--- config.mk ---
export PLATFORM = sky130hd
export DESIGN_NAME = jtsp_fifo
export DESIGN_NICKNAME = d
export VERILOG_FILES = /design/src/design/jtsp_fifo.sv
export SDC_FILE = /design/constraint.sdc
export NUM_CORES = 1
export LEC_CHECK = 0
export ABC_AREA = 1
export BUFFER_PORTS_ARGS = -buffer_cell sky130_fd_sc_hd__buf_2
export CORE_ASPECT_RATIO = 1.25
export CORE_MARGIN = 1
export CORE_UTILIZATION = 56
export DETAILED_ROUTE_END_ITERATION = 12
export PLACE_DENSITY = 0.87
export SLEW_MARGIN = 20
export SYNTH_ARGS = -nofsm -noshare
export SYNTH_HDL_FRONTEND = slang
export SYNTH_SLANG_ARGS = --single-unit
--- constraint.sdc ---
create_clock -name clk -period 1.56 [get_ports clk]
set_input_delay 0.078 -clock clk [delete_from_list [all_inputs] [get_ports clk]]
set_output_delay 0.078 -clock clk [all_outputs]
set_load 0.01 [all_outputs]
--- src/design/jtsp_fifo.sv ---
// ----------------------------------------------------------------------------
// jtsp_fifo
// Small register queue between the classifier front and the token back end.
// ----------------------------------------------------------------------------
module jtsp_fifo #(
	parameter int WIDTH = 8,
	parameter int DEPTH = 4
) (
	input  logic             clk,
	input  logic             arst_n,
	input  logic             push,
	input  logic [WIDTH-1:0] wr_data,
	input  logic             pop,
	output logic [WIDTH-1:0] rd_data,
	output logic             full,
	output logic             empty
);

	localparam int PTR_W = (DEPTH > 1) ? $clog2(DEPTH) : 1;
	localparam int CNT_W = $clog2(DEPTH + 1);

	logic [WIDTH-1:0] mem_q [DEPTH];
	logic [PTR_W-1:0] wr_ptr_q;
	logic [PTR_W-1:0] rd_ptr_q;
	logic [CNT_W-1:0] count_q;

	assign full    = (count_q == CNT_W'(DEPTH));
	assign empty   = (count_q == '0);
	assign rd_data = mem_q[rd_ptr_q];

	// storage
	always_ff @(posedge clk) begin
		if (push) begin
			mem_q[wr_ptr_q] <= wr_data;
		end
	end

	// pointers and fill count
	always_ff @(posedge clk or negedge arst_n) begin
		if (!arst_n) begin
			wr_ptr_q <= '0;
			rd_ptr_q <= '0;
			count_q  <= '0;
		end else begin
			if (push) begin
				wr_ptr_q <= (wr_ptr_q == PTR_W'(DEPTH - 1)) ? '0 : wr_ptr_q + 1'b1;
			end
			if (pop) begin
				rd_ptr_q <= (rd_ptr_q == PTR_W'(DEPTH - 1)) ? '0 : rd_ptr_q + 1'b1;
			end
			if (push && !pop) begin
				count_q <= count_q + 1'b1;
			end else if (pop && !push) begin
				count_q <= count_q - 1'b1;
			end
		end
	end

endmodule

# After elaboration in Yosys (flattened, before gate mapping)
# Memory sizes are Yosys's and may differ from the RTL's.
# Cells that the tools add are included.
[totals]
regBits = 7
out_inout_bits = 10
n_memories = 1
elab_cells = 23
ram_bits = 32
[mem_list]
columns = ["memory", "depth", "width", "rd", "rd_clocked_by_memory_dff", "wr", "line_no", "text"]
rows = [
  ["mem_q", 4, 8, 1, 0, 1, "22", "logic [WIDTH-1:0] mem_q [DEPTH];"],
]
[classes]
reduce_logical = 6
add_sub_neg = 4
mux = 6
n_eq_ne = 3
[op_table]
columns = ["cell", "count"]
rows = [
  ["3-bit 2-to-1 mux", 2],
  ["2-bit by 1-bit adder with 2-bit output, second input constant", 2],
  ["2-bit == test, second input constant", 2],
  ["2-bit 2-to-1 mux", 2],
  ["3-bit by 1-bit adder with 3-bit output, second input constant", 1],
  ["3-bit == test, second input constant", 1],
  ["3-bit logical NOT", 1],
  ["3-bit by 1-bit subtractor with 3-bit output, second input constant", 1],
  ["1-bit logical AND", 2],
  ["1-bit logical NOT", 2],
  ["1-bit 2-to-1 mux", 2],
  ["2-bit nonzero test", 1],
]

# Longest topological paths before layout
[depth]
depth_word = 4
ltp_mapped = 9

# Least setup slack after synthesis
# OpenSTA, ideal clock, no wires.
[synth_path]
kind = "register -> register"
from = "register count_q[0]"
to = "register count_q[2]"
arrival_ps = 1083
setup_time_ps = 117
path_slack_ps = 360
period_less_slack_ps = 1200
stages_incl_launch_ff = 6
t_required_ps = 1443
cell_sequence = "dfrtp_1 -> fa_1 -> nand2_1 -> nand3_1 -> nand2_1 -> nand2_1"
[synth_via]
elab_chain_len = 3
elab_cells_between_ends = 4
cone_classes = "add/sub (2); mux (2)"
[synth_lines]
columns = ["item", "line_no", "text"]
rows = [
  ["start, declared", "25", "logic [CNT_W-1:0] count_q;"],
  ["start signal, assigned", "52", "count_q <= count_q + 1'b1;"],
  ["start signal, assigned", "54", "count_q <= count_q - 1'b1;"],
  ["3-bit by 1-bit subtractor with 3-bit output", "54", ""],
  ["3-bit 2-to-1 mux", "53", "end else if (pop && !push) begin"],
  ["3-bit 2-to-1 mux (*)", "51", "if (push && !pop) begin"],
]
# Every way passes the cells marked *; elsewhere a longest branch is shown, timed or not. The select of a mux whose other input is x is not followed.
# A chain may end at the register's enable or synchronous reset.

# Worst setup path in the final report
[layout_path]
from = "register rd_ptr_q[0]"
to = "output port rd_data[0]"
[layout_via]
elab_chain_len = 1
[layout_lines]
columns = ["item", "line_no", "text"]
rows = [
  ["start, declared", "24", "logic [PTR_W-1:0] rd_ptr_q;"],
  ["start signal, assigned", "49", "rd_ptr_q <= (rd_ptr_q == PTR_W'(DEPTH - 1)) ? '0 : rd_ptr_q + 1'b1;"],
  ["memory 4 x 8 bit", "n/a", ""],
  ["end, declared", "14", "output logic [WIDTH-1:0] rd_data,"],
]
# Every way passes these cells.

==> metrics.md <==
| Metric | Value |
|---|---|
| Outcome | `finished clean` |
| Die Span Y | `63.7 um` |
| Max-Cap Viols | `0` |
| HP Class | `input port to async pin` |
| P_leak | `0.899 nW` |
| Maximum clock path buffer count | `2` |
| Placeable Area | `2920 um2` |
| CP Data Required Time | `1.48 ns` |
| Register area | `1140 um2` |
| DR vias/cell | `5.38` |
| Final Hold Fails | `0` |
| Mean Syn Cell Area | `11.8 um2` |
| Worst-skew pair later-pin latency | `0.34 ns` |
| Clock Pin Slew Worst Setup and Hold Paths | `0.11 ns` |
| WS Path Type | `register to output port` |
| Period utilization | `94.1%` |
| Initial core utilization | `58.4%` |
| Sink Count | `39` |
| # fillers | `209` |
| Post-DP HPWL | `2.00 mm` |
| Peak supply drop | `1.13 mV` |
| First-pass GRT wire length | `4.67 mm` |
| Max_slew headroom | `76.5%` |
| Power Total | `3.18 mW` |
| Syn Std Cell Area | `1700 um2` |
| Seq cells post-synth | `39` |
| Setup TNS | `0 ns` |
| CTS root buf | `clkbuf_4` |
| Avg WL per Cell | `13.4 um` |
| Final Wtd Congestion | `0.753` |
| Routed via count | `1173` |
| RSZ-0062 raised after global routing | `no` |
| Total Wirelength | `2.92 mm` |
| CP arrival | `1.39 ns` |
| Cells after synthesis | `144` |
| Post-synth net total | `163` |
| Placed cell count | `198` |
| Most common cell after layout, fill and taps aside | `nand2_1` |
| Post-route ant nets | `0` |
| Top Ports | `22` |
| Residual DRC | `0` |
| Post-route insts no fill | `218` |
| Post-layout nets | `200` |
| Initial antenna violation count | `0` |
| YS warnings | `0` |
| Power Dens Cells | `1590 nW/um2` |
| Worst Skew | `0.00899 ns` |
| DRT iter0 DRCs | `42` |
| Port bufs | `21` |
| Final setup fails | `0` |
| Layout cells sized above 1 | `19.8%` |
| Rows | `22` |
| Area growth syn-to-layout | `17.9%` |
| Worst reg2reg setup slack | `0.25 ns` |
| Max Slew Vio Count | `0` |
| Antenna cell count | `0` |
| Total CTS buffers | `5` |
| TritonCTS clock tree | `done` |
| Footprint of the multi-input gates | `422 um2` |
| Pre-Repair DR Iteration Count | `4` |
| Max frequency | `682 MHz` |
| Vias in the first global route | `1131` |
| Crit path time final | `1.47 ns` |
| Overflow after GRT | `0` |
| Crit path launch type | `register` |
| Number of distinct library cells after synthesis | `17` |
| Worst Setup End Kind | `output port` |
| CP max FO | `16` |
| Width of the die | `51.3 um` |
| Final core occ | `68.8%` |
| H-Tree Depth | `2` |
| Most frequent cells in the layout | `nand2_1 (37), edfxtp_1 (32), inv_1 (27), buf_2 (21), o211ai_1 (16)` |
| Seq/Total Area, Yosys | `66.7%` |
| Largest net degree at the start of global routing | `34` |
| Total die area | `3270 um2` |
| Slew at the pin closest to its max-slew limit | `0.351 ns` |
| GRT Overall Usage | `20.5%` |
worst max-delay path, stage by stage (launching register included):
cell and delay [ns]:
dfrtp_2 0.50, inv_6 0.15, nand2_1 0.08, o211ai_1 0.09, nand2_1 0.08, buf_2 0.14
stage by stage:
step	hold WS [ns]	area [um2]	setup slack [ns]
after detailed placement	-0.0804	1820	0.260
after floorplan	-0.218	1700	0.360
after global placement	-0.0857	1820	0.315
after global routing	0.0721	2010	0.0199
after CTS	0.0569	1990	0.00595
final	0.0729	2010	0.0928
power breakdown:
part	total, mW	internal, mW	switching (mW)	leakage (nW)
Sequential	1.57	1.39	0.185	0.376
Combinational	1.13	0.440	0.689	0.495
Clock	0.483	0.174	0.309	0.0282
cells by family after synthesis:
kind of cell / count (synthesis) / share of synthesized area [%]
AND/OR/NAND/NOR: 43 / 9.85
buffers and inverters: 33 / 8.82
XOR/XNOR: 1 / 0.514
adder cells (fa/ha/maj): 7 / 5.58
flip-flops: 39 / 66.7
AO/OA/AOI/OAI: 21 / 8.52
layout make-up:
| cell class | instances | share of cell area [%] |
|---|---|---|
| well taps | 36 | 2.24 |
| inverters | 29 | 5.80 |
| clock inverters | 2 | 0.623 |
| repair buffers | 33 | 11.1 |
| multi-input cells | 72 | 21.0 |
| clock buffers | 6 | 2.06 |
| repair inverters | 1 | 0.436 |
| flip-flops and latches | 39 | 56.7 |
layer usage:
layer	wire [um]	vias up	track usage, %
li1	-	556	-
met1	1120	573	19.4
met5	0	-	0
met4	53	0	11.1
met2	1630	37	38.0
met3	110	7	5.80
state kept, by name (all words and copies together), names as in the netlist:
signal and cells:
count_q 3, mem_q 32, rd_ptr_q 2, wr_ptr_q 2
synthesized netlist by cell type:
| library cell | instances | share of area [%] |
|---|---|---|
| edfxtp_1 | 32 | 56 |
| nor3_1 | 2 | 0.59 |
| nand3_1 | 1 | 0.29 |
| nand2_1 | 38 | 8.4 |
| inv_2 | 2 | 0.44 |
| o211ai_1 | 16 | 7.1 |
| xnor2_1 | 1 | 0.51 |
| o21ai_0 | 4 | 1.2 |
| inv_1 | 27 | 6.0 |
| dfrtp_1 | 7 | 10 |
| buf_6 | 3 | 2.0 |
| nor2_1 | 1 | 0.22 |
| a21oi_1 | 1 | 0.29 |
| ha_1 | 6 | 4.4 |
| nand4_1 | 1 | 0.37 |
| buf_4 | 1 | 0.44 |
| fa_1 | 1 | 1.2 |
path summary, 6_finish.rpt:
path	end	from	depth (start not counted)
worst max register to register	mem_q[1][5]	wr_ptr_q[1]	4
min in group clk	mem_q[0][0]	wr_data[0]	2
worst min register to register	count_q[2]	count_q[2]	2
max in group asynchronous	rd_ptr_q[0]	arst_n	2
worst max-delay path	rd_data[0]	rd_ptr_q[0]	5
worst min-delay path	count_q[2]	arst_n	2
timing repair:
action,CTS,global route
hold buffers,11,0
buffers inserted,0,0
pin swaps,0,0
endpoints found under the setup margin,8,9
hold endpoints to repair,42,0
resized for setup,2,8
cloned,0,1
(Power assumes the default switching activity.)
