[config.mk]
export PLATFORM = sky130hd
export DESIGN_NAME = jtsp_outq
export DESIGN_NICKNAME = d
export VERILOG_FILES = /design/src/design/jtsp_pkg.sv /design/src/design/jtsp_outq.sv
export SDC_FILE = /design/constraint.sdc
export NUM_CORES = 1
export LEC_CHECK = 0
export BUFFER_PORTS_ARGS = -buffer_cell sky130_fd_sc_hd__buf_2
export CORE_MARGIN = 2
export CORE_UTILIZATION = 40
export DETAILED_ROUTE_END_ITERATION = 6
export GPL_TIMING_DRIVEN = 0
export HOLD_SLACK_MARGIN = 0.02
export PLACE_DENSITY = 0.64
export SLEW_MARGIN = 5
export SYNTH_ARGS = -nofsm -noshare
export SYNTH_HDL_FRONTEND = slang
export SYNTH_SLANG_ARGS = --single-unit
[constraint.sdc]
create_clock -name clk -period 9.84 [get_ports clk]
set_input_delay 0.984 -clock clk [delete_from_list [all_inputs] [get_ports clk]]
set_output_delay 0.984 -clock clk [all_outputs]
set_load 0.03 [all_outputs]
[src/design/jtsp_pkg.sv]
// ----------------------------------------------------------------------------
// jtsp_pkg
// Shared types, codes and helpers of the streaming json tokenizer.
// ----------------------------------------------------------------------------
package jtsp_pkg;

	localparam int TABLE_DEPTH_DEF   = 256;
	localparam int MAX_DOC_BYTES_DEF = 65536;
	localparam int LIMIT_W           = 9;
	localparam logic [LIMIT_W-1:0] LIMIT_RESET = 9'd256;
	localparam int IN_Q_DEPTH        = 4;
	localparam int OUT_Q_DEPTH       = 4;
	localparam int MAX_RES           = 3;
	localparam int TDATA_W           = 72;

	// byte classes seen by the back end
	typedef enum logic [3:0] {
		CLS_OBJ_OPEN,
		CLS_ARR_OPEN,
		CLS_OBJ_CLOSE,
		CLS_ARR_CLOSE,
		CLS_QUOTE,
		CLS_BSLASH,
		CLS_SPACE,
		CLS_COMMA,
		CLS_COLON,
		CLS_OTHER
	} cls_t;

	typedef struct packed {
		cls_t cls;
		logic eod;
		logic too_long;
	} byte_info_t;

	typedef enum logic [1:0] {
		KIND_OBJECT,
		KIND_ARRAY,
		KIND_STRING,
		KIND_PRIM
	} tok_kind_t;

	typedef enum logic [2:0] {
		ST_OK,
		ST_BAD_CLOSER,
		ST_TABLE_FULL,
		ST_PARTIAL,
		ST_TOO_LONG
	} status_t;

	typedef enum logic [1:0] {
		MODE_GAP,
		MODE_STR,
		MODE_PRIM,
		MODE_SKIP
	} mode_t;

	typedef enum logic [0:0] {
		BK_RUN,
		BK_LOAD
	} back_state_t;

	// one result record
	typedef struct packed {
		logic              record_kind;
		logic [7:0]        token_index;
		logic [1:0]        token_kind;
		logic [15:0]       start_offset;
		logic [16:0]       end_offset;
		logic [7:0]        child_count;
		logic signed [8:0] parent_slot;
		logic [2:0]        doc_status;
		logic [8:0]        token_total;
		logic              run_last;
	} rec_t;

	// saturating child count increment
	function automatic logic [7:0] sat_inc8(input logic [7:0] v);
		sat_inc8 = (v == 8'hFF) ? v : v + 8'd1;
	endfunction

endpackage

[src/design/jtsp_outq.sv]
// ----------------------------------------------------------------------------
// jtsp_outq
// Result queue: takes up to three records a cycle, sends one beat a cycle while m_tready is high.
// ----------------------------------------------------------------------------
module jtsp_outq import jtsp_pkg::*; (
	input  logic               clk,
	input  logic               arst_n,
	input  logic [MAX_RES-1:0] res_vld,
	input  rec_t               res [MAX_RES],
	output logic               room,
	output logic               m_tvalid,
	input  logic               m_tready,
	output logic [TDATA_W-1:0] m_tdata,  // token_index, token_kind, start_offset, end_offset,
	                                     // child_count, parent_slot, doc_status, token_total
	output logic               m_tuser,  // record_kind
	output logic               m_tlast   // run_last
);

	localparam int PTR_W = $clog2(OUT_Q_DEPTH);
	localparam int CNT_W = $clog2(OUT_Q_DEPTH + 1);

	rec_t             mem_q [OUT_Q_DEPTH];
	logic [PTR_W-1:0] wr_ptr_q;
	logic [PTR_W-1:0] rd_ptr_q;
	logic [CNT_W-1:0] count_q;
	logic [PTR_W-1:0] waddr [MAX_RES];
	logic [CNT_W-1:0] n_push;
	logic             pop;
	rec_t             head;

	assign room     = (count_q <= CNT_W'(OUT_Q_DEPTH - MAX_RES));
	assign m_tvalid = (count_q != '0);
	assign pop      = m_tvalid && m_tready;
	assign head     = mem_q[rd_ptr_q];

	// compact the valid records into consecutive slots
	always_comb begin
		n_push = '0;
		for (int i = 0; i < MAX_RES; i++) begin
			waddr[i] = wr_ptr_q + PTR_W'(n_push);
			n_push   = n_push + CNT_W'(res_vld[i]);
		end
	end

	always_ff @(posedge clk) begin
		for (int i = 0; i < MAX_RES; i++) begin
			if (res_vld[i]) begin
				mem_q[waddr[i]] <= res[i];
			end
		end
	end

	always_ff @(posedge clk or negedge arst_n) begin
		if (!arst_n) begin
			wr_ptr_q <= '0;
			rd_ptr_q <= '0;
			count_q  <= '0;
		end else begin
			wr_ptr_q <= wr_ptr_q + PTR_W'(n_push);
			rd_ptr_q <= rd_ptr_q + PTR_W'(pop);
			count_q  <= count_q + n_push - CNT_W'(pop);
		end
	end

	// beat packing, first field in the lowest bits
	assign m_tdata = {head.token_total, head.doc_status, head.parent_slot, head.child_count,
		head.end_offset, head.start_offset, head.token_kind, head.token_index};
	assign m_tuser = head.record_kind;
	assign m_tlast = head.run_last;

endmodule

* Word level (Yosys, flattened, before mapping)
Memory sizes are Yosys's and may differ from the RTL's.
Cells that the tools add are included.
** Cells by class
- Reduce and logical (&&, ||, !) cells :: 2
- Order comparisons :: 1
- Muxes and demuxes :: 6
- Add/sub/neg operators :: 8
** Operators with widths (count)
- $mux 1 :: 6
- $add 2x1->2 :: 2
- $add 2x2->2 :: 2
- $add 2x1->3 :: 1
- $add 3x3->3 :: 1
- $le 3x1->1 const B :: 1
- $reduce_bool 3->1 :: 1
- $sub 3x1->3 :: 1
- $add 1x1->2 :: 1
- $logic_and 1x1->1 :: 1
** Storage, ports and cells
- Memories kept :: 1
- Register bits after elaboration :: 7
- Bits of input ports :: 228
- Output and inout bits :: 76
- Memory bits (writable) :: 296
** Memory list
- mem_q :: words 4, bits a word 74, rd ports 1, clocked after Yosys merged registers in 0, wr ports 3, RTL line jtsp_outq.sv:22 : rec_t mem_q [OUT_Q_DEPTH];

* Longest topological paths before layout
- Depth in word-level cells :: 4
- Depth in mapped cells :: 8
- Gate-level depth less buffers :: 8

* Worst setup path before layout
Ideal clock, no wire load.
- Kind :: in2reg
- Start :: input res_vld[0]
- End :: memory mem_q[2][0] (netlist bit), enable pin
- Buffers on the path :: 3
- Arrival time :: 5.534 ns
- Setup slack :: 3.768 ns
- Library setup time :: 0.538 ns
- Stages on the path :: 6
- Cell sequence :: ha_1 > xnor2_2 > buf_4 > buf_4 > buf_4 > o221ai_1
** RTL lines
- from (decl) :: RTL line jtsp_outq.sv:8 : input logic [MAX_RES-1:0] res_vld,
- to (decl) :: RTL line jtsp_outq.sv:22

* Final worst setup path
- Start :: register rd_ptr_q[1]
- End :: output m_tdata[47]
** Between the ends
- Longest elaborated chain between the ends :: 1
** RTL lines
- from (decl) :: RTL line jtsp_outq.sv:24 : logic [PTR_W-1:0] rd_ptr_q;
- from (signal assigned) :: RTL line jtsp_outq.sv:60 : rd_ptr_q <= rd_ptr_q + PTR_W'(pop);
- $mem_v2 4x74
- to (decl) :: RTL line jtsp_outq.sv:13 : output logic [TDATA_W-1:0] m_tdata,
Every way passes these cells.

==> metrics.md <==
| Metric | Value |
|---|---|
| Via count | 19,927 |
| Root Buffer | clkbuf_16 |
| # rows | 78 |
| Req. time, crit path | 8.86 ns |
| Failing checks | design-rule violations |
| Status | finished with violations |
| Initial core utilization | 40.8% |
| Postcts setup bufs | 0 |
| Final Cycle Share | 40.4% |
| Core outline area | 45,600 um2 |
| Drt pass-1 iters | 7 |
| Vias per inst | 7.01 |
| Compound-Gate Fraction of Synth Area | 18.1% |
| Synth Area in Adders | 0.889% |
| Number of global-route vias before repair | 18,747 |
| Post-synth cell types | 31 |
| Rel. slew slack | 31.5% |
| Top Metal Used | met4 |
| CP max FO | 10 |
| Worst-skew pair later-pin latency | 0.56 ns |
| DRC | 10 |
| Total congestion overflow | 0 |
| H-Tree Depth | 2 |
| Initial antenna violation count | 6 |
| Die H | 220 um |
| Total die area | 48,200 um2 |
| Mean Syn Cell Area | 10.0 um2 |
| Largest net degree at the start of global routing | 22 |
| Worst-Margin Slew | 1.03 ns |
| Num CTS Buffers | 37 |
| Synth top area cells | edfxtp_1 (48%), a31oi_1 (10%), mux4_2 (9.0%), nand3_1 (8.0%), nor3_1 (8.0%) |
| Crit end category | output port |
| Routed WL | 83.1 mm |
| Detail Placement HPWL | 56.1 mm |
| First-pass GRT wire length | 120 mm |
| Clk slew on worst S/H paths | 0.06 ns |
| Port bufs | 303 |
| Final Worst Setup Slack | 5.86 ns |
| P_leak | 7.38 nW |
| Max Freq | 252 MHz |
| Proportion of layout cells with a drive suffix above 1 | 23.6% |
| Pre-CTS WS | 5.50 ns |
| Hold Slack | 0.247 ns |
| Register bit total from synthesis | 303 |
| WL/cell | 29.2 um |
| Die width | 220 um |
| Synth Area in Simple Gates | 16.4% |
| Clock Tree Buf Depth | 3 |
| Cell Pwr Density | 465 nW/um2 |
| Total Power | 10.6 mW |
| Routed Antenna Nets | 0 |
| Hold_buf cts | 0 |
| Cells after Synth | 1,852 |
| Arr. time, crit path | 2.99 ns |
| Multiplexer share of the synthesized area | 8.97% |
| Setup CP Type | reg -> out |
| Met2 routed WL | 37.6 mm |
| Initial DRC Count | 3,735 |
| Post-cts gate resize count | 0 |
| Hold crit path type | in -> async |
| Area leader, netlist | edfxtp_1 |
| Sink Count | 303 |
| Io pins | 304 |
| Total GRT Usage | 33.7% |
| Sequential element share of the synthesized area | 48.8% |
| Xor and xnor area share after synthesis | 0.707% |
| Synth-to-Final Area Change | 22.2% |
| Final Hold Fails | 0 |
| Final Skew | 0.0254 ns |
| CTS tree | yes |
| Final nets | 2,451 |
| GPL Wtd Cong | 0.958 |
| Count of final setup violators | 0 |
| RSZ-0062 raised after global routing | no |
| Area fraction of the dominant cell type after synthesis | 47.8% |
| Routed met1 length | 29.9 mm |
| Net Count, Synth | 2,092 |
| Mapped Area | 18,600 um2 |
| Met3 Wirelength | 11.9 mm |
| Critical path launch point type | register |
| Fin. max-slew vios | 0 |
| Worst VDD drop | 0.000257 V |
| Max-Cap Viols | 0 |
| Largest family of logic cells by synthesized area | compound AO/OA/AOI/OAI gates |
| Synthesis Warnings | 0 |
| Min Clock Period, post-route | 3.98 ns |
cells in the mapped netlist (all sizes together):
library cell,n
a31oi,296
and2,2
buf,76
clkbuf,167
dfrtp,7
edfxtp,296
fa,2
ha,10
inv,7
mux4,74
nand2,3
nand2b,4
nand3,298
nor2,1
nor2b,1
nor3,296
o21ai,296
o221ai,4
or2,1
or3,1
xnor2,5
xnor3,1
xor2,3
xor3,1
per-stage QoR:
stage	cells	area [um2]	util (%)	setup TNS (ns)
floorplan	1852	18600	-	0
global placement	2755	20800	45.7	-92.50
detailed placement	2772	21400	46.9	0
CTS	2837	22700	49.8	0
global route	2841	22700	49.8	0
finish	2844	22700	49.8	0
critical path, cell delays in order (launching register included):
cell and delay, ns:
dfrtp_1 0.36, clkbuf_1 0.70, clkbuf_1 0.70, mux4_2 0.45, buf_2 0.21
where the power goes:
part | switching, mW | total, mW | internal (mW)
logic | 4.48 | 6.34 | 1.86
registers | 0.173 | 2.69 | 2.52
clock network | 0.574 | 1.53 | 0.953
per-layer routing:
metal	up-vias	GRT usage, %
li1	8152	-
met1	9416	44.8
met2	2020	52.7
met3	339	8.49
met4	0	13.9
met5	-	0
flip-flops by register name (all words and copies together), names as in the netlist:
signal / cells
wr_ptr_q: 2
count_q: 3
rd_ptr_q: 2
mem_q: 296
cells in the final DEF (no fill, tap or decap), drive strengths merged, types with 2 or more instances in the layout:
master	count
a31oi	296
and2	2
buf	396
bufinv	8
clkbuf	215
clkinv	8
dfrtp	7
diode	7
edfxtp	296
fa	2
ha	10
inv	8
mux4	74
nand2	3
nand2b	4
nand3	298
nor3	296
o21ai	296
o221ai	4
xnor2	5
xor2	3
path summary, 6_finish.rpt:
check | startpoint | to | slack [ns] | cells after the start
worst min-delay path | arst_n | count_q[2] | 0.25 | 1
max in group asynchronous | arst_n | rd_ptr_q[1] | 9.44 | 1
worst max register to register | wr_ptr_q[0] | mem_q[3][39] | 6.21 | 9
min in group clk | count_q[0] | count_q[0] | 0.51 | 1
worst min register to register | count_q[0] | count_q[0] | 0.51 | 1
worst max-delay path | rd_ptr_q[1] | m_tdata[47] | 5.86 | 4
area by class of cell:
cell class | count | area [um2]
clock inverters | 17 | 287
well taps | 600 | 751
repair buffers | 320 | 1950
fillers | 4152 | 22900
plain buffers | 243 | 1110
diodes | 7 | 17.5
inverters | 7 | 26.3
flip-flops and latches | 303 | 9060
clock buffers | 48 | 1040
multi-input cells | 1299 | 8450
cell families (layout without fill, tap and decap cells):
kind of cell | Yosys count | count (layout)
simple gates | 607 | 607
compound gates | 596 | 596
flops | 303 | 303
buf+inv | 250 | 635
mux | 74 | 74
fa+ha+maj | 12 | 12
xor+xnor | 10 | 10
other cells | 0 | 7
No activity file was read; power rests on OpenSTA's default activity.
