**config.mk**
```make
export PLATFORM = sky130hd
export DESIGN_NAME = jtsp_front
export DESIGN_NICKNAME = d
export VERILOG_FILES = /design/src/design/jtsp_pkg.sv /design/src/design/jtsp_front.sv
export SDC_FILE = /design/constraint.sdc
export NUM_CORES = 1
export LEC_CHECK = 0
export BUFFER_PORTS_ARGS = -buffer_cell sky130_fd_sc_hd__buf_2
export CORE_MARGIN = 2
export CORE_UTILIZATION = 52
export CTS_CLUSTER_SIZE = 25
export DETAILED_ROUTE_END_ITERATION = 6
export PLACE_DENSITY = 0.85
export SETUP_SLACK_MARGIN = 0.15
export SLEW_MARGIN = 20
export SYNTH_ARGS = -nofsm -noshare
export SYNTH_HDL_FRONTEND = slang
export SYNTH_SLANG_ARGS = --single-unit
```
**constraint.sdc**
```tcl
create_clock -name clk -period 2.2 [get_ports clk]
set_clock_uncertainty 0.05 [all_clocks]
set_input_delay 0.11 -clock clk [delete_from_list [all_inputs] [get_ports clk]]
set_output_delay 0.11 -clock clk [all_outputs]
set_load 0.01 [all_outputs]
```
**src/design/jtsp_pkg.sv**
```systemverilog
// ----------------------------------------------------------------------------
// jtsp_pkg
// Shared types, codes and helpers of the streaming json tokenizer.
// ----------------------------------------------------------------------------
package jtsp_pkg;

	localparam int TABLE_DEPTH_DEF   = 256;
	localparam int MAX_DOC_BYTES_DEF = 65536;
	localparam int LIMIT_W           = 9;
	localparam logic [LIMIT_W-1:0] LIMIT_RESET = 9'd256;
	localparam int IN_Q_DEPTH        = 4;
	localparam int OUT_Q_DEPTH       = 4;
	localparam int MAX_RES           = 3;
	localparam int TDATA_W           = 72;

	// byte classes seen by the back end
	typedef enum logic [3:0] {
		CLS_OBJ_OPEN,
		CLS_ARR_OPEN,
		CLS_OBJ_CLOSE,
		CLS_ARR_CLOSE,
		CLS_QUOTE,
		CLS_BSLASH,
		CLS_SPACE,
		CLS_COMMA,
		CLS_COLON,
		CLS_OTHER
	} cls_t;

	typedef struct packed {
		cls_t cls;
		logic eod;
		logic too_long;
	} byte_info_t;

	typedef enum logic [1:0] {
		KIND_OBJECT,
		KIND_ARRAY,
		KIND_STRING,
		KIND_PRIM
	} tok_kind_t;

	typedef enum logic [2:0] {
		ST_OK,
		ST_BAD_CLOSER,
		ST_TABLE_FULL,
		ST_PARTIAL,
		ST_TOO_LONG
	} status_t;

	typedef enum logic [1:0] {
		MODE_GAP,
		MODE_STR,
		MODE_PRIM,
		MODE_SKIP
	} mode_t;

	typedef enum logic [0:0] {
		BK_RUN,
		BK_LOAD
	} back_state_t;

	// one result record
	typedef struct packed {
		logic              record_kind;
		logic [7:0]        token_index;
		logic [1:0]        token_kind;
		logic [15:0]       start_offset;
		logic [16:0]       end_offset;
		logic [7:0]        child_count;
		logic signed [8:0] parent_slot;
		logic [2:0]        doc_status;
		logic [8:0]        token_total;
		logic              run_last;
	} rec_t;

	// saturating child count increment
	function automatic logic [7:0] sat_inc8(input logic [7:0] v);
		sat_inc8 = (v == 8'hFF) ? v : v + 8'd1;
	endfunction

endpackage

```
**src/design/jtsp_front.sv**
```systemverilog
// ----------------------------------------------------------------------------
// jtsp_front
// Input side: takes byte beats, classifies them and tags each with its
// offset in the document.
// ----------------------------------------------------------------------------
module jtsp_front import jtsp_pkg::*; #(
	parameter int MAX_DOC_BYTES = MAX_DOC_BYTES_DEF,
	parameter int POS_W         = 17
) (
	input  logic             clk,
	input  logic             arst_n,
	input  logic             s_tvalid,
	output logic             s_tready,
	input  logic [7:0]       s_tdata,   // text_byte
	input  logic             s_tlast,   // end_of_doc
	input  logic             q_full,
	output logic             q_push,
	output byte_info_t       q_info,
	output logic [POS_W-1:0] q_pos
);

	logic [POS_W-1:0] pos_q;
	logic             too_long;
	cls_t             cls;

	assign s_tready = !q_full;
	assign q_push   = s_tvalid && !q_full;
	assign too_long = (pos_q == POS_W'(MAX_DOC_BYTES));

	// byte classifier
	always_comb begin
		unique case (s_tdata)
			8'h7B:                      cls = CLS_OBJ_OPEN;
			8'h5B:                      cls = CLS_ARR_OPEN;
			8'h7D:                      cls = CLS_OBJ_CLOSE;
			8'h5D:                      cls = CLS_ARR_CLOSE;
			8'h22:                      cls = CLS_QUOTE;
			8'h5C:                      cls = CLS_BSLASH;
			8'h20, 8'h09, 8'h0D, 8'h0A: cls = CLS_SPACE;
			8'h2C:                      cls = CLS_COMMA;
			8'h3A:                      cls = CLS_COLON;
			default:                    cls = CLS_OTHER;
		endcase
	end

	assign q_info = '{cls: cls, eod: s_tlast, too_long: too_long};
	assign q_pos  = pos_q;

	// byte offset, restarts after the final beat of a document
	always_ff @(posedge clk or negedge arst_n) begin
		if (!arst_n) begin
			pos_q <= '0;
		end else if (q_push) begin
			if (s_tlast) begin
				pos_q <= '0;
			end else if (!too_long) begin
				pos_q <= pos_q + 1'b1;
			end
		end
	end

endmodule

```
-- Word level (Yosys, flattened, before mapping)
Index checks and enable logic that the tools add are counted.
- add/subtract/negate cells: 1
- eq/ne operators: 14
- multiplexer cells: 3
- reduce and logical (&&, ||, !) cells: 4
- operators with widths (operator ; number):
    8-bit by 7-bit == test with 1-bit output (second input constant) ; 5
    4-bit one-hot mux with 9 select lines ; 1
    17-bit two-way mux ; 2
    8-bit by 6-bit == test with 1-bit output (second input constant) ; 4
    8-bit by 4-bit == test with 1-bit output (second input constant) ; 3
    17-bit by 1-bit adder with 17-bit output (second input constant) ; 1
    17-bit == test (second input constant) ; 1
    4-bit OR reduction ; 1
    2-bit != test (second input constant) ; 1
    2-bit AND reduction ; 1
    1-bit logical AND ; 1
    1-bit zero test ; 1
- bits in registers: 17
- input bits: 13
- output and inout port bits: 25
- logic and storage cells: 23

-- Logic depth before layout (Yosys ltp)
Gate-level depths: netlist of the first run.
- depth in word-level cells: 3
- mapped depth: 7
- gate-level depth less buffers: 6

-- Worst setup path before layout of the first run
No wires, ideal clock.
- path kind: reg2reg
- from: register pos_q[0] (netlist: q_pos[0])
- to: register pos_q[0] (netlist: q_pos[0])
- setup time: 0.125 ns
- arrival time: 1.587 ns
- data required time: 2.025 ns
- slack: 0.438 ns
- stages on the path, launching flop included: 8
- path buffers: 1
- period minus slack after synthesis: 1.762 ns
- cell sequence: dfrtp_1 inv_1 ha_1 nor4b_1 and4_1 buf_6 a21o_1 mux2_4
- longest elaborated chain between the ends: 3
- elaborated cells between the ends (all ways): 6
- classes of those cells: add/sub: 1; eq/ne: 2; mux: 2; reduce/logical: 1
- RTL lines (element ; RTL line ; source):
    from (decl) ; jtsp_front.sv:22 ; logic [POS_W-1:0] pos_q;
    from (signal assigned) ; jtsp_front.sv:57 ; pos_q <= pos_q + 1'b1;
    17-bit == test ; jtsp_front.sv:28 ; assign too_long = (pos_q == POS_W'(MAX_DOC_BYTES));
    net too_long ; jtsp_front.sv:23 ; logic too_long;
    2-bit != test (no source line) ; -- ;
    2-bit AND reduction (no source line) ; -- ;
The timed path passes the listed nets, and every way through them passes these cells. The select of a mux whose other input is x is not followed.
A chain may end at the register's enable or synchronous reset.

==> metrics.yaml, run 1 <==
worst_setup_path:
  crit_path_start_kind: "flop"
  slowest_delay_ns: 0.48
  endpoint_kind: "primary output"
  crit_fanout: 6
  path_class: "flop to primary output"
  critPathSlowestCell: "dfrtp_1"
  crit_required_ns: 2.04
  path_cells: "inv_1 -> ha_1 -> nor4b_1 -> and4_1 -> buf_2"
  arrival_ns: 1.74
grt:
  grt_pass1_wl_um: 5550
  grt_pass1_vias: 1321
  antenna_found_initial: 0
  grt_max_degree: 21
  grt_use_total: 0.219
  grt_overflow: 0
cts:
  htreeDepth: 1
  postCtsHoldBufs: 1
  root_buffer: "clkbuf_4"
  clk_latency_ns: 0.30
  post-cts-setup-buffers: 0
  path_clk_slew_ns: 0.10
  cts_tree: "done"
  cts.path.max_buffers: 2
  cts_buffers: 3
  clock-sinks: 17
  post_cts_resized: 0
routing:
  wl_um: 3350
  wl_met3_um: 156
  antenna_left: 0
  avgViaCountPerCell: 6.09
  wl_per_cell_um: 15.1
  top_layer_used: "met4"
  drt_iter0_drc: 35
  wl_met2_um: 1660
  vias: 1345
  wl_met1_um: 1450
  drcViolationCount: 0
  first_pass_iters: 4
power:
  ir_drop_mv: 0.620
  netSwitchingPower_uw: 365
  power_uw: 910
  power.density_nw_per_um2: 571
  leakage_nw: 0.707
  internal-power_uw: 545
  power_frac_clock: 0.194
  switching_share: 0.401
  power_frac_seq: 0.503
  combPwrFrac: 0.303
synth:
  syn_nets: 171
  yosys.area.top_type_share: 0.309
  yosysUniqueCellTypes: 50
  synth_edf_count: 0
  synth.largest_area_cell: "dfrtp_1"
  synth_ff_type: "dfrtp_1"
  ys_ff_latch: 17
  yosysSeqAreaShare: 0.309
  synth.avg_cell_area_um2: 8.84
  yosys_warnings: 0
  syn_area_um2: 1380
  async_flop_share: 1.00
  synth_common_cells: "dfrtp_1 (17), nand2_1 (17), nor2_1 (13)"
  synth.area.top_cells: "dfrtp_1 (31%), mux2i_1 (6.5%), nand2_1 (4.6%)"
  syn_inst: 156
cells_and_area:
  multiInputGateArea_um2: 852
  fillers: 200
  fin_cells: 221
  final-seq-area_um2: 425
  diodes: 0
  drive_gt1_frac: 0.293
  fin_util: 0.637
  final_nets: 207
  largest_register_ff_count: 17
  syn_to_final_growth_pct: 15.5
place:
  gp_congestion: 0.887
  io_buffers: 37
  dp_hpwl_um: 2470
  numPlacedInstances: 216
sta:
  fmax_mhz: 525
  rsz0062_at_grt: "false"
  worst_pin_slew_ns: 0.507
  fin_tns_setup_ns: 0
  slew_headroom: 0.662
  setup_viol: 0
  timing.final.crit_period_ns: 1.90
  min_period_over_period: 0.865
  maxSlewViolCount: 0
  hold_viol: 0
  whs_ns: 0.161
die:
  num_rows: 18
  io_pins: 38
  die_w_um: 55.5
  start_util: 0.552
  core_area_um2: 2500
  die-area_um2: 3080
  fp.dieH_um: 55.5
hold_path:
  hp-class: "primary input to flop"
status:
  status: "finished clean"
job:
  maxCapViolations: 0
through the flow:
step | area [um2] | setup WS [ns]
global placement | 1560 | 0.528
floorplan | 1380 | 0.438
global route | 1590 | 0.236
detailed placement | 1560 | 0.417
CTS | 1590 | 0.307
finish | 1590 | 0.297
placed cells by master, fill, tap and decap left out, types with 2 or more instances in the layout:
| cell type | count |
|---|---|
| a21oi_1 | 3 |
| a31o_2 | 2 |
| buf_2 | 37 |
| clkbuf_4 | 3 |
| dfrtp_1 | 17 |
| ha_1 | 2 |
| inv_1 | 12 |
| mux2i_1 | 9 |
| nand2_1 | 17 |
| nand2b_1 | 3 |
| nand3_1 | 4 |
| nand4_1 | 3 |
| nand4_4 | 2 |
| nor2_1 | 13 |
| nor2b_1 | 3 |
| nor3_1 | 8 |
| nor3b_1 | 3 |
| nor4_1 | 6 |
| nor4b_1 | 2 |
| o21ai_0 | 4 |
| o21ai_1 | 4 |
| o22ai_1 | 3 |
| o311ai_0 | 2 |
worst max-delay path: cells and delay by family, from the launching register on:
| kind | cells | cell delay [ns] |
|---|---|---|
| and+or+nand+nor | 2 | 0.57 |
| DFF | 1 | 0.48 |
| buffers and inverters | 2 | 0.26 |
| adders and majority gates | 1 | 0.13 |
power by group through the flow:
stage / logic (mW) / clock network (mW) / registers, mW
final: 0.276 / 0.177 / 0.457
after global routing: 0.307 / 0.190 / 0.467
after CTS: 0.277 / 0.177 / 0.457
after detailed placement: 0.276 / 0 / 0.463
after global placement: 0.266 / 0 / 0.458
after floorplan: 0.151 / 0 / 0.472
metal layers:
metal  up-vias  track usage
li1        649            -
met1       636        0.253
met2        53        0.378
met3         7       0.0375
met4         0        0.129
met5         -            0
kinds of logic after synthesis:
group           count (synthesis)  synth area share
simple gates                   76             0.358
flops                          17             0.309
xor+xnor                        1           0.00635
buf+inv                        21            0.0735
compound gates                 29             0.160
fa+ha+maj                       2            0.0181
mux                            10            0.0762
final cells by class:
| class | count | share of cell area |
|---|---|---|
| clock buffer | 4 | 0.0165 |
| inverter | 13 | 0.0306 |
| multi-input combinational | 118 | 0.535 |
| sequential | 17 | 0.267 |
| tap | 30 | 0.0236 |
| timing repair buffer | 39 | 0.127 |
worst paths after layout:
kind / startpoint / end / slack, ns / cells past startpoint
max: q_pos[0] / q_info[0] / 0.30 / 5
min: s_tlast / q_pos[7] / 0.16 / 2
max reg2reg: q_pos[0] / q_pos[0] / 0.39 / 6
min reg2reg: q_pos[15] / q_pos[15] / 0.57 / 2
max in group asynchronous: arst_n / q_pos[11] / 1.61 / 2
min in group asynchronous: arst_n / q_pos[4] / 0.20 / 2
Power figures use the tool's default switching activity.
==> inputs of run 2 (changes only) <==
CORE_MARGIN = 3   (was 2)
SLEW_MARGIN = 15   (was 20)
==> metrics.yaml, run 2 (same netlist as run 1, synthesis figures left out) <==
power:
  leakage_nw: 0.707  # unchanged
  ir_drop_mv: 0.382  # -38%
  power.density_nw_per_um2: 573  # +0.31%
worst_setup_path:
  cp-startpoint: "q_pos[0]"
  crit_path_start_kind: "flop"
  arrival_ns: 1.70  # -0.04 ns
  ff2ff_setup_slack_ns: 0.42  # +0.03 ns
  crit_required_ns: 2.04  # about the same
  r2r-start: "q_pos[0]"
  endpoint_kind: "primary output"
  path_class: "flop to primary output"
  crit_fanout: 6  # unchanged
  reg2reg_to: "q_pos[0]"
  r2r_cells: 6  # unchanged
cells_and_area:
  final_cell_mix: "buf_2 (37), nand2_1 (17), dfrtp_1 (17), nor2_1 (13), inv_1 (12)"
  design_area_um2: 1590  # unchanged
  diodes: 0  # unchanged
  drive_gt1_frac: 0.293  # unchanged
  final_nets: 207  # unchanged
  layout_commonest_cell: "buf_2"
  syn_to_final_growth_pct: 15.5  # unchanged
  largest_register_ff_count: 17  # unchanged
die:
  start_util: 0.552  # unchanged
  core_area_um2: 2500  # unchanged
  num_rows: 18  # unchanged
  fp.dieH_um: 57.5  # +3.6%
  die-area_um2: 3310  # +7.3%
  io_pins: 38  # unchanged
  die_w_um: 57.5  # +3.6%
sta:
  fin_tns_setup_ns: 0  # unchanged
  hold_viol: 0  # unchanged
  slew_headroom: 0.638  # -0.0240
  min_period_over_period: 0.845  # -0.0202
  timing.final.crit_period_ns: 1.86  # -0.0444 ns
  maxSlewViolCount: 0  # unchanged
  fmax_mhz: 538  # +2.4%
  setup_slack_ns: 0.341  # +0.0444 ns
  worst_pin_slew_ns: 0.543  # +0.0361 ns
  setup_viol: 0  # unchanged
  rsz0062_at_grt: "false"
cts:
  post_cts_resized: 0  # unchanged
  clock-sinks: 17  # unchanged
  clk_latency_ns: 0.29  # about the same
  root_buffer: "clkbuf_4"
  htreeDepth: 1  # unchanged
  cts_tree: "done"
  cts_buffers: 3  # unchanged
  path_clk_slew_ns: 0.10  # about the same
  post-cts-setup-buffers: 0  # unchanged
  cts.path.max_buffers: 2  # unchanged
grt:
  grt_overflow: 0  # unchanged
  grt_max_degree: 21  # unchanged
  grt_use_total: 0.212  # -0.00788
  antenna_found_initial: 0  # unchanged
  grt_pass1_vias: 1200  # -9.2%
  grt_pass1_wl_um: 5510  # -0.74%
routing:
  first_pass_iters: 4  # unchanged
  drcViolationCount: 0  # unchanged
  antenna_left: 0  # unchanged
  wl_um: 3370  # +0.54%
  drt_iter0_drc: 73  # +110%
  avgViaCountPerCell: 6.12  # +0.59%
  vias: 1353  # +0.59%
  wl_per_cell_um: 15.2  # +0.54%
hold_path:
  whs_endpoint: "q_pos[7]"
  hold_depth: 2  # unchanged
  hp-class: "primary input to flop"
  min_from: "s_tlast"
place:
  dp_hpwl_um: 2430  # -1.5%
  dpl_cell_area_um2: 1560  # unchanged
  gp_congestion: 0.805  # -9.2%
  dp_slack_ns: 0.447  # +0.0299 ns
  io_buffers: 37  # unchanged
job:
  maxCapViolations: 0  # unchanged
status:
  status: "finished clean"
-- run 2: cell counts in the layout (fill, tap and decap cells not counted) --
Identical to the previous run, type by type.
-- run 2: critical path, cell delays in order (launching register included) --
cell     delay (ns)
dfrtp_1        0.49
inv_1          0.09
ha_1           0.14
nor4b_1        0.19
and4_1         0.33
buf_2          0.17
-- run 2: worst max-delay path by stage --
stage,end,slack (ns),cells past startpoint
after floorplan,q_pos[0],0.44,7
after global placement,q_pos[0],0.53,6
after detailed placement,q_pos[0],0.45,6
after CTS,q_info[0],0.34,5
after global routing,q_info[0],0.23,5
final,q_info[0],0.34,5
-- run 2: per-layer routing --
metal / routed length, um / global-route usage / vias up / share of wire
li1: - / - / 651 / -
met1: 1440 / 0.266 / 658 / 0.43
met2: 1740 / 0.355 / 42 / 0.52
met3: 154 / 0.0339 / 2 / 0.046
met4: 30 / 0.0927 / 0 / 0.0089
met5: 0 / 0 / - / 0
-- run 2: power by group --
part | internal, mW | switching, mW | leakage (nW) | total (mW)
Combinational | 0.118 | 0.163 | 0.483 | 0.281
Clock | 0.0705 | 0.103 | 0.0150 | 0.173
Sequential | 0.357 | 0.101 | 0.208 | 0.458
Total | 0.545 | 0.367 | 0.707 | 0.912
-- run 2: through the flow --
stage / cells / power (mW) / hold WS, ns / utilization
floorplan: 156 / 0.622 / -0.236 / -
global placement: 216 / 0.725 / -0.00128 / 0.623
detailed placement: 216 / 0.742 / 0.00779 / 0.623
CTS: 221 / 0.914 / 0.172 / 0.637
global route: 221 / 0.972 / 0.181 / 0.637
finish: 221 / 0.912 / 0.181 / 0.637
-- run 2: area by class of cell --
| type | count | area, um2 |
|---|---|---|
| inverter | 13 | 48.8 |
| tap | 30 | 37.5 |
| clock buffer | 4 | 26.3 |
| multi-input combinational | 118 | 852 |
| fill | 206 | 907 |
| sequential | 17 | 425 |
| timing repair buffer | 39 | 203 |
-- run 2: repair_timing --
item / 4_1_cts / 5_1_grt
hold buffers: 1 / 0
endpoints found under the setup margin: 0 / 0
endpoints found under the hold margin: 17 / 0
